===== src/rtl/core/snz_pkg.sv =====
// Shared constants, types and the gradient table for the 2D simplex noise core.
package snz_pkg;

    localparam int COORD_FRAC_BITS = 16;
    localparam int OUT_FRAC_BITS   = 15;

    localparam int Q_FRAC = 24;     // internal fraction bits
    localparam int DW     = 28;     // corner offset width, Q.24 signed
    localparam int CW     = 28;     // per-corner contribution width
    localparam int GW     = 26;     // gradient component width
    localparam int NW     = 27;     // normalization width

    localparam longint ONE_Q    = 64'sd1 <<< Q_FRAC;
    localparam longint HALF_Q   = 64'sd1 <<< (Q_FRAC - 1);
    localparam longint SKEW_Q   = 6140887;
    localparam longint UNSKEW_Q = 3545443;
    localparam longint THIRD_Q  = -9686330;
    localparam longint NORM_A_Q = 30078913;
    localparam longint NORM_B_Q = 14323292;

    localparam int HASH_MOD  = 289;
    localparam int HASH_MUL  = 34;
    localparam int GRAD_DIV  = 41;
    localparam int OUT_SCALE = 130;

    localparam int LATENCY   = 24;  // accept edge to result strobe
    localparam int HASH_WAIT = 4;   // corner falloff waits this long for the hash

    typedef struct packed {
        logic signed [GW-1:0] a0;
        logic signed [GW-1:0] h;
        logic signed [NW-1:0] norm;
    } t_grad;

    typedef t_grad [GRAD_DIV-1:0] t_grad_tab;

    // Gradient and normalization for one hash residue mod 41 (a 41-entry table).
    function automatic t_grad grad_of(logic [5:0] r);
        longint gx;
        longint hh;
        longint ox;
        longint a0;
        longint sq;
        longint nv;
        t_grad  g;
        gx = ((longint'(r) * 2) * ONE_Q) / GRAD_DIV - ONE_Q;
        hh = ((gx < 0) ? -gx : gx) - HALF_Q;
        ox = (gx + HALF_Q) >>> Q_FRAC;
        a0 = gx - ox * ONE_Q;
        sq = ((a0 * a0) >>> Q_FRAC) + ((hh * hh) >>> Q_FRAC);
        nv = NORM_A_Q - ((NORM_B_Q * sq) >>> Q_FRAC);
        g.a0   = GW'(a0);
        g.h    = GW'(hh);
        g.norm = NW'(nv);
        return g;
    endfunction

    function automatic t_grad_tab grad_table();
        t_grad_tab tab;
        for (int i = 0; i < GRAD_DIV; i++) begin
            tab[i] = grad_of(6'(i));
        end
        return tab;
    endfunction

    localparam t_grad_tab GRAD_TAB = grad_table();

endpackage


===== src/rtl/core/snz_mod289.sv =====
// Three-stage reduction modulo 289 by reciprocal multiply and one correction.
module snz_mod289 #(
    parameter int W = 22
) (
    input  logic         i_clk,
    input  logic [W-1:0] i_val,
    output logic [8:0]   o_rem
);

    localparam int     S     = W + 1;
    localparam int     RW    = S - 7;
    localparam longint RECIP = (64'sd1 <<< S) / snz_pkg::HASH_MOD;

    logic [W-1:0]    r_val;
    logic [W+RW-1:0] r_prod;
    logic [9:0]      r_part;
    logic [8:0]      r_rem;
    logic [W-1:0]    quot;
    logic [W+9:0]    qm;
    logic [W-1:0]    diff;

    // quotient estimate is exact or one low, so the remainder stays below 578
    always_comb begin
        quot = W'(r_prod >> S);
        qm   = (W+10)'(quot) * (W+10)'(snz_pkg::HASH_MOD);
        diff = r_val - W'(qm);
    end

    always_ff @(posedge i_clk) begin
        r_val  <= i_val;
        r_prod <= (W+RW)'(i_val) * (W+RW)'(RECIP);
        r_part <= diff[9:0];
        if (r_part >= 10'(snz_pkg::HASH_MOD)) begin
            r_rem <= 9'(r_part - 10'(snz_pkg::HASH_MOD));
        end else begin
            r_rem <= r_part[8:0];
        end
    end

    assign o_rem = r_rem;

endmodule


===== src/rtl/core/snz_hash.sv =====
// Permutation polynomial (34k+1)k mod 289, four pipeline stages.
module snz_hash (
    input  logic       i_clk,
    input  logic [9:0] i_k,
    output logic [8:0] o_p
);

    logic [8:0]  k_red;
    logic [21:0] r_poly;

    // argument is below 3*289, fold it into 0..288 first
    always_comb begin
        if (i_k >= 10'(2 * snz_pkg::HASH_MOD)) begin
            k_red = 9'(i_k - 10'(2 * snz_pkg::HASH_MOD));
        end else if (i_k >= 10'(snz_pkg::HASH_MOD)) begin
            k_red = 9'(i_k - 10'(snz_pkg::HASH_MOD));
        end else begin
            k_red = i_k[8:0];
        end
    end

    always_ff @(posedge i_clk) begin
        r_poly <= (22'(k_red) * 22'(snz_pkg::HASH_MUL) + 22'd1) * 22'(k_red);
    end

    snz_mod289 #(.W(22)) u_mod (
        .i_clk (i_clk),
        .i_val (r_poly),
        .o_rem (o_p)
    );

endmodule


===== config.mk =====
export PLATFORM = sky130hd
export DESIGN_NAME = snz_hash
export DESIGN_NICKNAME = d
export VERILOG_FILES = /design/src/rtl/core/snz_pkg.sv /design/src/rtl/core/snz_mod289.sv /design/src/rtl/core/snz_hash.sv
export SDC_FILE = /design/constraint.sdc
export NUM_CORES = 1
export LEC_CHECK = 0
export BUFFER_PORTS_ARGS = -buffer_cell sky130_fd_sc_hd__buf_4
export CAP_MARGIN = 20
export CORE_UTILIZATION = 47
export CTS_BUF_LIST = sky130_fd_sc_hd__clkbuf_2 sky130_fd_sc_hd__clkbuf_4 sky130_fd_sc_hd__clkbuf_8
export DETAILED_ROUTE_END_ITERATION = 7
export PLACE_DENSITY = 0.7
export SYNTH_ARGS = -nofsm -noshare
export SYNTH_HDL_FRONTEND = slang
export SYNTH_HIERARCHICAL = 1
export SYNTH_SLANG_ARGS = --single-unit

===== constraint.sdc =====
create_clock -name i_clk -period 11.2 [get_ports i_clk]
set_input_delay 1.12 -clock i_clk [delete_from_list [all_inputs] [get_ports i_clk]]
set_output_delay 1.12 -clock i_clk [all_outputs]
set_load 0.03 [all_outputs]

==> results.md <==
- Status: finished clean
- Met3 WL post-DR: approximately 500 um
- Initial antenna violation count: 0
- CP startpoint kind: primary input
- Flops & latches, synth: 61
- Half-perimeter wire length after placement: 19500 um
- Die width: roughly 160 um
- Worst path required time: 11.50 ns
- Fraction of layout cells with a size suffix above 1: 5.16%
- Pre-CTS WS: roughly 1.8 ns
- CTS clk-pin slew, worst paths: 0.08 ns
- Asr flop ratio synth: 0%
- Final wirelength: approximately 22000 um
- GRT overflow: 0
- CTS sink count: 61
- Critical path origin: i_k[1]
- DRC: 0
- Register area share after synthesis: 10.7%
- Largest net degree at the start of global routing: 17
- Cells after Synth: 1230
- GP Congestion: 0.916
- Synth area leaders: fa_1, ha_1, inv_1
- WL met1: 9360 um
- Primary FF master, synth: dfxtp_1
- I/O Buffers: 19
- Slew Limit Fails: 0
- Die outline area: 25000 sq um
- Setup Viol. Count Final: 0
- Mean post-synth cell area: approximately 9.3 sq um
- Most used cell, CP: inv_1
- Core footprint: approximately 24000 sq um
- Worst-Skew Late Latency: 0.36 ns
- Final #Nets: 1653
- Setup TNS: 0 ns
- Slowest-stage cell, CP: fa_1
- FF-to-FF End: u_mod/r_prod[31]
- RSZ-0062 raised after global routing: no
- Fin crit share: 81.0%
- Setup crit end kind: flip-flop
- # rows: 56
- Hold Startpoint: r_poly[3]
- Most area-hungry cell type in the Yosys netlist: fa_1
- R2R cell count: 20
- Number of H-tree levels: 3
- Routed wire per std cell: between 10 and 15 um
- Vias per cell: 5.08
- Vias: ~8000
- Hold Buf Count CTS: 0
- Netlist Area Pre-Place: approximately 11000 sq um
- Syn Nets: 1629
- Vias in the first global route: 8474
- Final worst setup slack: 2.13 ns
- ANT cells: 0
- TritonCTS clock tree: built
- Initial core utilization: 48.3%
- Yosys warnings: 6
- Final hold vios: 0
- Tmin final: roughly 9.1 ns
- Clock buffer depth: 2
- Max Cap Viol: 0
- Hold WC Path Type: flip-flop to flip-flop
- Hold Path Sink: u_mod/r_val[3]
- Worst hold path depth: 0
- 1st-pass router iterations: 6
- Worst slew pin tran: ~0.6 ns
- Crit-path max cell delay: 0.52 ns
- CP Class: primary input to flip-flop
- Headroom to the max-slew limit: 59.5%
- GRT Total Usage: 19.6%
- Post-synth top area share: 30.6%
- F_max: around 0.11 GHz
- Met2 wire length: approximately 12000 um
- Number of flops mapped to enable cells by yosys: 0
- Layout Skew: approximately 0.0095 ns
- Global-route wire length before repair: 38400 um
- Syn-to-layout area delta: 6.18%
- Postcts setup bufs: 0
- I/O pin count: 20
- Cts repair resizes: 0
- R2r setup slk: 5.22 ns
- Die Height: 158 um
- CTS Buf Count: 9
- Initial DRC count: between 300 and 400
- Arr. time, crit path: between 9 and 10 ns
- Clock root buffer: clkbuf_8
- Antenna Nets Post-Route: 0
- Reg-to-Reg Start: r_poly[4]
- Max FO, Critical Path: 15
- Highest metal used: met4
- Post-synth cell types: 72
[worst max-delay path by stage]
stage / to / slack [ns] / cells after the start
6_report: r_poly[19] / 2.13 / 34
5_1_grt: r_poly[19] / 1.66 / 34
4_1_cts: r_poly[19] / 2.20 / 34
3_5_place_dp: r_poly[19] / 1.81 / 34
3_3_place_gp: r_poly[19] / 2.08 / 34
2_1_floorplan: r_poly[19] / 2.43 / 35
[sequential cells by signal, summed over array words and instances, names as in the netlist]
register	cells
u_mod/o_rem	9
u_mod/r_prod	10
u_mod/r_part	10
r_poly	22
u_mod/r_val	10
[worst max-delay path, delay by kind of cell]
family,cells,cell delay (ns)
adders and majority gates,10,3.98
AOI/OAI and AO/OA,10,2.37
and+or+nand+nor,6,0.96
buffers and inverters,7,0.78
xor gates and xnor gates,1,0.13
[cell usage in the layout (no fill, tap or decap), types with 3 or more instances in the layout]
master,instances
nor2b_1,9
nand2_1,49
o211ai_1,6
nand4_1,5
dfxtp_1,61
nand3b_1,3
a211oi_1,7
o21bai_1,4
nand2b_1,23
a21o_1,17
ha_1,213
a31oi_1,8
o21ai_1,3
buf_4,23
nor2_1,84
xnor2_1,45
o21ai_0,17
and3_1,7
nand3_1,9
fa_1,175
nor3_1,11
xnor2_2,3
or2_2,4
o21a_1,6
inv_1,339
xor2_1,20
and2_1,6
o31ai_1,3
a211o_1,3
clkbuf_8,9
a21oi_1,35
[through the flow]
step                      cells  area (sq um)  hold slack [ns]  util, %
final                      1578         12200            0.453     51.3
after global routing       1578         12200            0.462     51.3
after CTS                  1578         12200            0.449     51.3
after detailed placement   1562         12000            0.448     50.5
after global placement     1562         12000            0.445     50.5
after floorplan            1230         11400            0.387        -
[layer usage]
layer / up-vias / global-route usage (%)
li1: 3877 / -
met1: 3956 / 22.9
met2: 136 / 36.8
met3: 50 / 1.83
met4: 0 / 7.83
met5: - / 0
[synthesized netlist by cell type (all sizes together), types with 8 or more instances]
library cell and instances:
inv 340, ha 213, fa 175, nor2 85, dfxtp 61, nand2 50
xnor2 48, a21oi 36, nand2b 23, o21ai 20, xor2 20, a21o 17
nor3 13, nand3 9, nor2b 9, a31oi 8, and3 8, buf 8
[cells by family after synthesis]
logic type | Yosys count | synth area share [%]
buffers and inverters | 352 | 11.8
xor gates and xnor gates | 68 | 5.40
AOI/OAI and AO/OA | 130 | 8.15
muxes | 5 | 0.470
DFF | 61 | 10.7
adders and majority gates | 388 | 53.9
and+or+nand+nor | 226 | 9.65
[layout make-up]
class                           count  area (sq um)
Multi-Input combinational cell    817          8880
Clock inverter                      6          63.8
Clock buffer                       10           131
Tap cell                          319           399
Fill cell                        2237         11500
Inverter                          342          1290
Timing Repair Buffer               23           173
Sequential cell                    61          1220
Power is left out: the tool's default activity adds up to more than one toggle a clock period on the data nets, which glitch-free logic cannot reach.
