File: src/rtl/core/snz_pkg.sv
// Shared constants, types and the gradient table for the 2D simplex noise core.
package snz_pkg;

    localparam int COORD_FRAC_BITS = 16;
    localparam int OUT_FRAC_BITS   = 15;

    localparam int Q_FRAC = 24;     // internal fraction bits
    localparam int DW     = 28;     // corner offset width, Q.24 signed
    localparam int CW     = 28;     // per-corner contribution width
    localparam int GW     = 26;     // gradient component width
    localparam int NW     = 27;     // normalization width

    localparam longint ONE_Q    = 64'sd1 <<< Q_FRAC;
    localparam longint HALF_Q   = 64'sd1 <<< (Q_FRAC - 1);
    localparam longint SKEW_Q   = 6140887;
    localparam longint UNSKEW_Q = 3545443;
    localparam longint THIRD_Q  = -9686330;
    localparam longint NORM_A_Q = 30078913;
    localparam longint NORM_B_Q = 14323292;

    localparam int HASH_MOD  = 289;
    localparam int HASH_MUL  = 34;
    localparam int GRAD_DIV  = 41;
    localparam int OUT_SCALE = 130;

    localparam int LATENCY   = 24;  // accept edge to result strobe
    localparam int HASH_WAIT = 4;   // corner falloff waits this long for the hash

    typedef struct packed {
        logic signed [GW-1:0] a0;
        logic signed [GW-1:0] h;
        logic signed [NW-1:0] norm;
    } t_grad;

    typedef t_grad [GRAD_DIV-1:0] t_grad_tab;

    // Gradient and normalization for one hash residue mod 41 (a 41-entry table).
    function automatic t_grad grad_of(logic [5:0] r);
        longint gx;
        longint hh;
        longint ox;
        longint a0;
        longint sq;
        longint nv;
        t_grad  g;
        gx = ((longint'(r) * 2) * ONE_Q) / GRAD_DIV - ONE_Q;
        hh = ((gx < 0) ? -gx : gx) - HALF_Q;
        ox = (gx + HALF_Q) >>> Q_FRAC;
        a0 = gx - ox * ONE_Q;
        sq = ((a0 * a0) >>> Q_FRAC) + ((hh * hh) >>> Q_FRAC);
        nv = NORM_A_Q - ((NORM_B_Q * sq) >>> Q_FRAC);
        g.a0   = GW'(a0);
        g.h    = GW'(hh);
        g.norm = NW'(nv);
        return g;
    endfunction

    function automatic t_grad_tab grad_table();
        t_grad_tab tab;
        for (int i = 0; i < GRAD_DIV; i++) begin
            tab[i] = grad_of(6'(i));
        end
        return tab;
    endfunction

    localparam t_grad_tab GRAD_TAB = grad_table();

endpackage

File: src/rtl/core/snz_mod289.sv
// Three-stage reduction modulo 289 by reciprocal multiply and one correction.
module snz_mod289 #(
    parameter int W = 22
) (
    input  logic         i_clk,
    input  logic [W-1:0] i_val,
    output logic [8:0]   o_rem
);

    localparam int     S     = W + 1;
    localparam int     RW    = S - 7;
    localparam longint RECIP = (64'sd1 <<< S) / snz_pkg::HASH_MOD;

    logic [W-1:0]    r_val;
    logic [W+RW-1:0] r_prod;
    logic [9:0]      r_part;
    logic [8:0]      r_rem;
    logic [W-1:0]    quot;
    logic [W+9:0]    qm;
    logic [W-1:0]    diff;

    // quotient estimate is exact or one low, so the remainder stays below 578
    always_comb begin
        quot = W'(r_prod >> S);
        qm   = (W+10)'(quot) * (W+10)'(snz_pkg::HASH_MOD);
        diff = r_val - W'(qm);
    end

    always_ff @(posedge i_clk) begin
        r_val  <= i_val;
        r_prod <= (W+RW)'(i_val) * (W+RW)'(RECIP);
        r_part <= diff[9:0];
        if (r_part >= 10'(snz_pkg::HASH_MOD)) begin
            r_rem <= 9'(r_part - 10'(snz_pkg::HASH_MOD));
        end else begin
            r_rem <= r_part[8:0];
        end
    end

    assign o_rem = r_rem;

endmodule

File: config.mk
export PLATFORM = sky130hd
export DESIGN_NAME = snz_mod289
export DESIGN_NICKNAME = d
export VERILOG_FILES = /design/src/rtl/core/snz_pkg.sv /design/src/rtl/core/snz_mod289.sv
export SDC_FILE = /design/constraint.sdc
export NUM_CORES = 1
export LEC_CHECK = 0
export BUFFER_PORTS_ARGS = -buffer_cell sky130_fd_sc_hd__buf_2
export CORE_ASPECT_RATIO = 0.6
export CORE_MARGIN = 10
export CORE_UTILIZATION = 35
export DETAILED_ROUTE_END_ITERATION = 6
export MAX_ROUTING_LAYER = met4
export PLACE_DENSITY = 0.52
export SKIP_CTS_REPAIR_TIMING = 1
export SLEW_MARGIN = 40
export SYNTH_ARGS = -nofsm -noshare
export SYNTH_HDL_FRONTEND = slang
export SYNTH_SLANG_ARGS = --single-unit
File: constraint.sdc
create_clock -name i_clk -period 13.59 [get_ports i_clk]
set_clock_uncertainty 0.05 [all_clocks]
set_input_delay 2.0385 -clock i_clk [delete_from_list [all_inputs] [get_ports i_clk]]
set_output_delay 2.0385 -clock i_clk [all_outputs]
set_load 0.1 [all_outputs]
==> impl_metrics.yaml, run 1 <==
synthesis:
  synth_area_um2: 6314
  async_flop_share_pct: 0
  yosysMostFrequentCell: "inv_1"
  seq_area_frac_synth_pct: 12.37
  ys_types: 46
  synth_commonest_cells: "inv_1 (214), ha_1 (156), fa_1 (86)"
  yosys.area.top_type: "ha_1"
  synth_edf_count: 0
  synth_xor_area_share_pct: 5.133
  synthFlopType: "dfxtp_1"
  ys_top_cells_by_area: "ha_1 (31%), fa_1 (27%), inv_1 (13%)"
  synth_adder_area_share_pct: 58.18
  synth.area.mux_share_pct: 0.3369
  synth.top_cell.area_share_pct: 30.92
  yosys.area_share.simple_pct: 4.816
  synth_compound_area_share_pct: 6.381
  synth-seq-cells: 39
  postSynthCellCount: 648
  syn_avg_cell_area_um2: 9.743
  yosysWarnings: 0
  synth_top_family_by_area: "adder cells"
  synth_fp_nets: 913
critical_path:
  crit_start: "i_val[2]"
  cp_max_fo: 6
  r2r_slack_ns: 10.74
  regToRegEndpoint: "r_part[9]"
  worstSetupEndpointType: "flop"
  r2r_cells: 11
  required_ns: 13.73
  r2r-start: "r_prod[24]"
  cp-start-kind: "input port"
  crit_path_end: "r_prod[31]"
  arrival_ns: 7.48
  criticalPathCategory: "in -> reg"
routing:
  drc_errors: 0
  viasPerCell: 4.433
  vias: 4078
  wl_per_cell_um: 13.77
  drtPass1Iterations: 4
  routed_wl_um: 12670
  dr.first_iter.drc_count: 193
  ant_nets: 0
grt:
  grt_overflow_total: 0
  grt_pass1_vias: 4335
  grt_max_degree: 14
  grt_usage_pct: 11.32
  antenna_found_initial: 0
  grt_pass1_wl_um: 21590
floorplan:
  dieWidth_um: 193.4
  num_io_pins: 32
  die_h_um: 124.0
  initial_core_util_pct: 36.27
  placementRows: 37
  die_area_um2: 23990
  core-area_um2: 17410
clocking:
  clk_latency_ns: 0.28
  cts_root_buffer: "clkbuf_16"
  cts_tree: "done"
  htree_levels: 2
  clock_tree.buffer_depth: 2
  clk_pin_slew_ns: 0.06
  clock_sinks: 39
  numCtsBuffers: 5
sta:
  setup_tns_ns: 0
  drv_slew: 0
  max_slew_margin_pct: 62.71
  fmax_mhz: 136.3
  tightest_slew_ns: 0.5533
  setup_ws_ns: 6.255
  period_needed_ns: 7.335
  timing_hold_violations_final: 0
  whs_ns: 0.4407
  setup_viol: 0
  rsz0062_at_grt: "no"
  finalCritPeriodShare_pct: 53.97
placement:
  place_area_um2: 6758
  dp_hpwl_um: 11530
  io_buffers: 31
  detailedPlace.worstSlack_ns: 6.001
  gp_congestion: 0.8699
layout:
  antennaDiodeCount: 0
  drive_above_1_share_pct: 7.143
  syn_to_final_growth_pct: 9.711
  nets: 950
  final_cell_area_um2: 6927
hold_path:
  holdCritPathClass: "reg -> reg"
status:
  status: "finished clean"
job:
  cap_violations: 0
[cells by family after synthesis]
kind of cell / after synthesis
flops: 39
buf+inv: 215
compound gates: 53
fa+ha+maj: 242
simple gates: 60
xor+xnor: 37
mux: 2
[layout by cell type (no fill, tap or decap), drive strengths merged, types with 6 or more instances in the layout]
cell	Yosys	routed
dfxtp	39	39
o21ai	6	6
buf	0	31
xor2	11	11
nand2	15	15
nor2	14	14
fa	86	86
inv	214	214
nor3	12	12
ha	156	156
xnor2	26	26
a21oi	15	15
[layout make-up]
cell class                      count  area, um^2
Timing Repair Buffer               31       155.1
Sequential cell                    39       780.7
Clock buffer                        5       125.1
Inverter                          214       803.3
Fill cell                        1795       10480
Multi-Input combinational cell    394        4726
Clock inverter                      3       43.79
Tap cell                          234       292.8
[how the worst min path moves through the flow]
stage,startpoint,endpoint,slack [ns],cells after the start
6_report,r_part[1],o_rem[1],0.44,2
3_5_place_dp,r_part[1],o_rem[1],0.43,2
2_1_floorplan,r_part[4],o_rem[4],0.40,1
5_1_grt,r_part[7],o_rem[7],0.47,1
4_1_cts,r_part[1],o_rem[1],0.44,2
3_3_place_gp,r_part[7],o_rem[7],0.43,1
[metrics by stage]
step                cells  utilization (%)
finish                920            39.79
global route          920            39.79
CTS                   920            39.79
detailed placement    912            38.82
global placement      912            38.82
floorplan             648                -
[sequential cells by signal, indices dropped and copies added, names as in the netlist]
| name | count |
|---|---|
| r_prod | 10 |
| r_val | 10 |
| o_rem | 9 |
| r_part | 10 |
[per-layer routing]
metal,routed length [um],track usage (%),vias up
li1,-,-,2085
met1,7037,15.94,1947
met2,5359,17.69,40
met3,182,0.9125,6
met4,86,1.832,0
met5,0,-,-
[worst max-delay path: stages]
cell and delay [ns]:
buf_2 0.17, inv_1 0.11, fa_1 0.54, inv_1 0.04, ha_1 0.30, fa_1 0.54
inv_1 0.06, fa_1 0.53, inv_1 0.06, fa_1 0.53, inv_1 0.06, fa_1 0.50
inv_1 0.04, ha_1 0.30, a211oi_1 0.21, nor2_1 0.08, a2111oi_1 0.46, o41ai_2 0.24
o2111ai_1 0.30, nand2_1 0.15, o311ai_2 0.21
Power of run 1 is left out: the tool's default activity adds up to more than one toggle a clock period on the data nets, which glitch-free logic cannot reach.
==> inputs of run 2 (changes only) <==
ABC_AREA = 1   (was not set)
clock period = 7.6 ns   (was 13.59 ns; I/O delays follow)
==> impl_metrics.yaml, run 2 <==
status:
  status: "finished clean"
placement:
  place_area_um2: 7871
  gp_congestion: 0.8544
  io_buffers: 31
  dp_hpwl_um: 15500
sta:
  setup_viol: 0
  max_slew_margin_pct: 65.00
  whs_ns: 0.4275
  setup_tns_ns: 0
  timing_hold_violations_final: 0
  rsz0062_at_grt: "no"
  tightest_slew_ns: 0.5195
  fmax_mhz: 169.6
  period_needed_ns: 5.895
  finalCritPeriodShare_pct: 77.57
  drv_slew: 0
routing:
  drtPass1Iterations: 5
  wl_per_cell_um: 13.29
  viasPerCell: 4.347
  vias: 5547
  drc_errors: 0
  dr.first_iter.drc_count: 295
  ant_nets: 0
  routed_wl_um: 16960
clocking:
  clk_pin_slew_ns: 0.06
  clk_latency_ns: 0.28
  htree_levels: 2
  cts_tree: "done"
  cts_root_buffer: "clkbuf_16"
  numCtsBuffers: 5
  clock_tree.buffer_depth: 2
  clock_sinks: 39
critical_path:
  arrival_ns: 6.03
  slowest_delay_ns: 0.56
  required_ns: 7.73
  worstSetupEndpointType: "flop"
  cp-start-kind: "input port"
  worst_path_max_delay_cell: "fa_1"
  path_cells: "buf_2 -> inv_1 -> fa_1 -> inv_1 -> ha_1 -> fa_1 -> inv_1 -> fa_1 -> inv_1 -> fa_1 -> inv_1 -> fa_1 -> inv_1 -> ha_1 -> a21oi_1 -> nand2_1 -> o21bai_1 -> nand2_1 -> nand3_1 -> nand2_1 -> nand2_1"
  criticalPathCategory: "in -> reg"
  cp_max_fo: 7
  cp.buffers_inverters: 7
  crit_family: "adder cells"
  critical_path.most_common_cell: "inv_1"
synthesis:
  synth_fp_nets: 1224
  seq_area_frac_synth_pct: 10.58
  yosys.area.top_type: "ha_1"
  synth_commonest_cells: "inv_1 (298), nand2_1 (203), ha_1 (156)"
  async_flop_share_pct: 0
  postSynthCellCount: 959
  ys_top_cells_by_area: "ha_1 (26%), fa_1 (23%), inv_1 (15%)"
  yosysWarnings: 0
  synthFlopType: "dfxtp_1"
  ys_types: 27
  synth.top_cell.area_share_pct: 26.45
  yosysMostFrequentCell: "inv_1"
  synth-seq-cells: 39
  synth_edf_count: 0
  syn_avg_cell_area_um2: 7.694
  synth_area_um2: 7378
layout:
  syn_to_final_growth_pct: 8.971
  antennaDiodeCount: 0
  drive_above_1_share_pct: 5.115
  reg.largest.list: "r_part: 10 flops, r_prod: 10 flops, r_val: 10 flops"
  final_core_util_pct: 38.51
  mostFrequentLayoutCells: "inv_1 (298), nand2_1 (203), ha_1 (156)"
  final_cell_area_um2: 8040
  layout_commonest_cell: "inv_1"
  nets: 1261
grt:
  grtUsageMet1_pct: 20.43
  antenna_found_initial: 0
  grt_usage_pct: 12.84
  grt_max_degree: 15
  busiest_layer: "met1"
  use_met3_pct: 0.9871
  met2_usage_pct: 17.01
  grt_pass1_vias: 5414
  grt_overflow_total: 0
  grt_pass1_wl_um: 28230
floorplan:
  num_io_pins: 32
  initial_core_util_pct: 35.34
  placementRows: 41
  die_area_um2: 27480
  dieWidth_um: 207.4
  die_h_um: 132.5
  core-area_um2: 20880
job:
  cap_violations: 0
hold_path:
  holdCritPathClass: "reg -> reg"
==> run 2: logic make-up (layout without fill, tap and decap cells) <==
kind of cell	count (synthesis)	in the layout	share of synthesized area (%)
flip-flops	39	39	10.58
AO/OA/AOI/OAI	52	52	4.290
buffers and inverters	299	337	15.31
XOR/XNOR	23	23	2.730
adder cells (fa/ha/maj)	242	242	49.79
AND/OR/NAND/NOR	304	304	17.30
==> run 2: worst min-delay path, cell delays in order (launching register included) <==
cell     delay (ns)
dfxtp_1        0.33
nand2_1        0.07
nand2_1        0.04
==> run 2: layout make-up <==
cell class,instances,area (um^2)
Clock buffer,5,125.1
Clock inverter,3,43.79
Fill cell,2187,12840
Inverter,298,1119
Multi-Input combinational cell,621,5468
Sequential cell,39,780.7
Tap cell,279,349.1
Timing Repair Buffer,31,155.1
==> run 2: metrics by stage <==
step / setup slack, ns / cells
final: 1.705 / 1276
after global routing: 1.409 / 1276
after detailed placement: 1.394 / 1268
after CTS: 1.707 / 1276
after global placement: 1.379 / 1268
after floorplan: 2.095 / 959
==> run 2: metal layers <==
| metal | part of all wire [%] | routed length (um) |
|---|---|---|
| met3 | 3.0 | 514 |
| met1 | 59 | 9985 |
| met2 | 38 | 6365 |
| met5 | 0 | 0 |
| met4 | 0.56 | 95 |
==> run 2: worst paths after layout <==
kind / cells after the start / slack (ns) / end / startpoint
worst min-delay path: 2 / 0.43 / o_rem[4] / r_part[4]
worst max-delay path: 21 / 1.70 / r_prod[27] / i_val[4]
worst min register to register: 2 / 0.43 / o_rem[4] / r_part[4]
worst max register to register: 11 / 4.53 / r_part[9] / r_prod[23]
Power of run 2 is left out for the same reason.
==> inputs of run 3 (changes only) <==
PLACE_DENSITY = 0.54   (was 0.52)
clock period = 4.9 ns   (was 7.6 ns; I/O delays follow)
==> impl_metrics.yaml, run 3 (same netlist as run 2, synthesis figures left out) <==
status:
  status: "finished with violations"
  violations: "setup timing"
routing:
  drc_errors: 0
  drtPass1Iterations: 7
  dr.first_iter.drc_count: 206
  ant_nets: 0
  vias: 5803
  routed_wl_um: 17320
  viasPerCell: 4.347
  wl_per_cell_um: 12.98
layout:
  fillCellCount: 2114
  nets: 1320
  multi_input_area_um2: 5959
  stdcell_count: 1335
  antennaDiodeCount: 0
  syn_to_final_growth_pct: 22.54
  mostFrequentLayoutCells: "inv_1 (261), nand2_1 (181), ha_1 (135)"
  final-seq-area_um2: 780.7
  drive_above_1_share_pct: 20.74
  reg.largest.list: "r_part: 10 flops, r_prod: 10 flops, r_val: 10 flops"
  layout_commonest_cell: "inv_1"
clocking:
  clk_latency_ns: 0.28
  numCtsBuffers: 5
  htree_levels: 2
  cts_tree: "done"
  clock_tree.buffer_depth: 2
  cts_root_buffer: "clkbuf_16"
  clk_pin_slew_ns: 0.06
  clock_sinks: 39
placement:
  detailedPlace.worstSlack_ns: -0.5286
  gp_congestion: 0.8635
  numPlacedInstances: 1324
  io_buffers: 31
  dp_hpwl_um: 15780
sta:
  whs_ns: 0.4163
  tightest_slew_ns: 0.4751
  setup_viol: 7
  timing_hold_violations_final: 0
  rsz0062_at_grt: "yes"
  period_needed_ns: 4.950
  setup_tns_ns: -0.2352
  max_slew_margin_pct: 67.99
  setup_ws_ns: -0.05046
  finalCritPeriodShare_pct: 101.0
  fmax_mhz: 202.0
  drv_slew: 0
hold_path:
  whs_path_depth: 2
  holdCritPathClass: "reg -> reg"
floorplan:
  core-area_um2: 20880
  placementRows: 41
  dieWidth_um: 207.4
  die_h_um: 132.5
  initial_core_util_pct: 35.34
  num_io_pins: 32
  die_area_um2: 27480
critical_path:
  arrival_ns: 5.08
  criticalPathCategory: "in -> reg"
  worstSetupEndpointType: "flop"
  cp-start-kind: "input port"
  critical_path.most_common_cell: "fa_1"
  worst_path_max_delay_cell: "fa_1"
  cp_max_fo: 4
  path_cells: "buf_8 -> clkinvlp_4 -> fa_1 -> inv_2 -> ha_4 -> inv_2 -> fa_1 -> fa_1 -> inv_2 -> fa_1 -> inv_1 -> fa_1 -> inv_2 -> ha_4 -> nand2_1 -> nand2_2 -> a21oi_4 -> inv_1 -> a21oi_2 -> nand3_1 -> nand2_1 -> nand2_1"
  required_ns: 5.03
  r2r_cells: 11
  slowest_delay_ns: 0.60
grt:
  antenna_found_initial: 0
  grt_pass1_vias: 5827
  grt_pass1_wl_um: 29180
  grt_usage_pct: 13.10
  grt_overflow_total: 0
  grt_max_degree: 15
job:
  cap_violations: 0
## run 3: cell types whose count changed in the layout (fill, tap and decap cells not counted), moves of 10 or more
cell     previous run  this run
a21oi_1            25        14
buf_4               0        58
ha_1              156       135
ha_4                0        18
inv_1             298       261
inv_2               0        30
nand2_1           203       181
nand2_2             2        16
nor2_1             35        25
## run 3: routing by layer
layer,wire length (um),track usage (%),share of wire (%)
met5,0,-,0
met2,6970,18.82,40
met1,9880,19.88,57
met4,82,1.453,0.47
met3,390,1.034,2.3
## run 3: worst paths after layout
| path | from | end | slack [ns] |
|---|---|---|---|
| max | i_val[7] | r_prod[28] | -0.05 |
| min | r_part[4] | o_rem[4] | 0.42 |
| max reg2reg | r_prod[23] | r_part[9] | 1.93 |
| min reg2reg | r_part[4] | o_rem[4] | 0.42 |
## run 3: metrics by stage
step                area (um^2)  util [%]
detailed placement         8561     41.00
global placement           8561     41.00
CTS                        8730     41.81
global route               9041     43.30
finish                     9041     43.30
floorplan                  7647         -
## run 3: worst max-delay path: cells and delay by family
| family | cells | cell delay (ns) |
|---|---|---|
| AOI/OAI and AO/OA | 2 | 0.34 |
| adders and majority gates | 7 | 3.10 |
| buffers and inverters | 8 | 0.55 |
| and+or+nand+nor | 5 | 0.35 |
## run 3: layout make-up
class	instances	area share, %
well taps	279	3.861
multi-input cells	621	65.91
flip-flops and latches	39	8.635
repair buffers	90	7.072
inverters	298	12.65
clock buffers	5	1.384
clock inverters	3	0.4844
Power of run 3 is left out for the same reason.
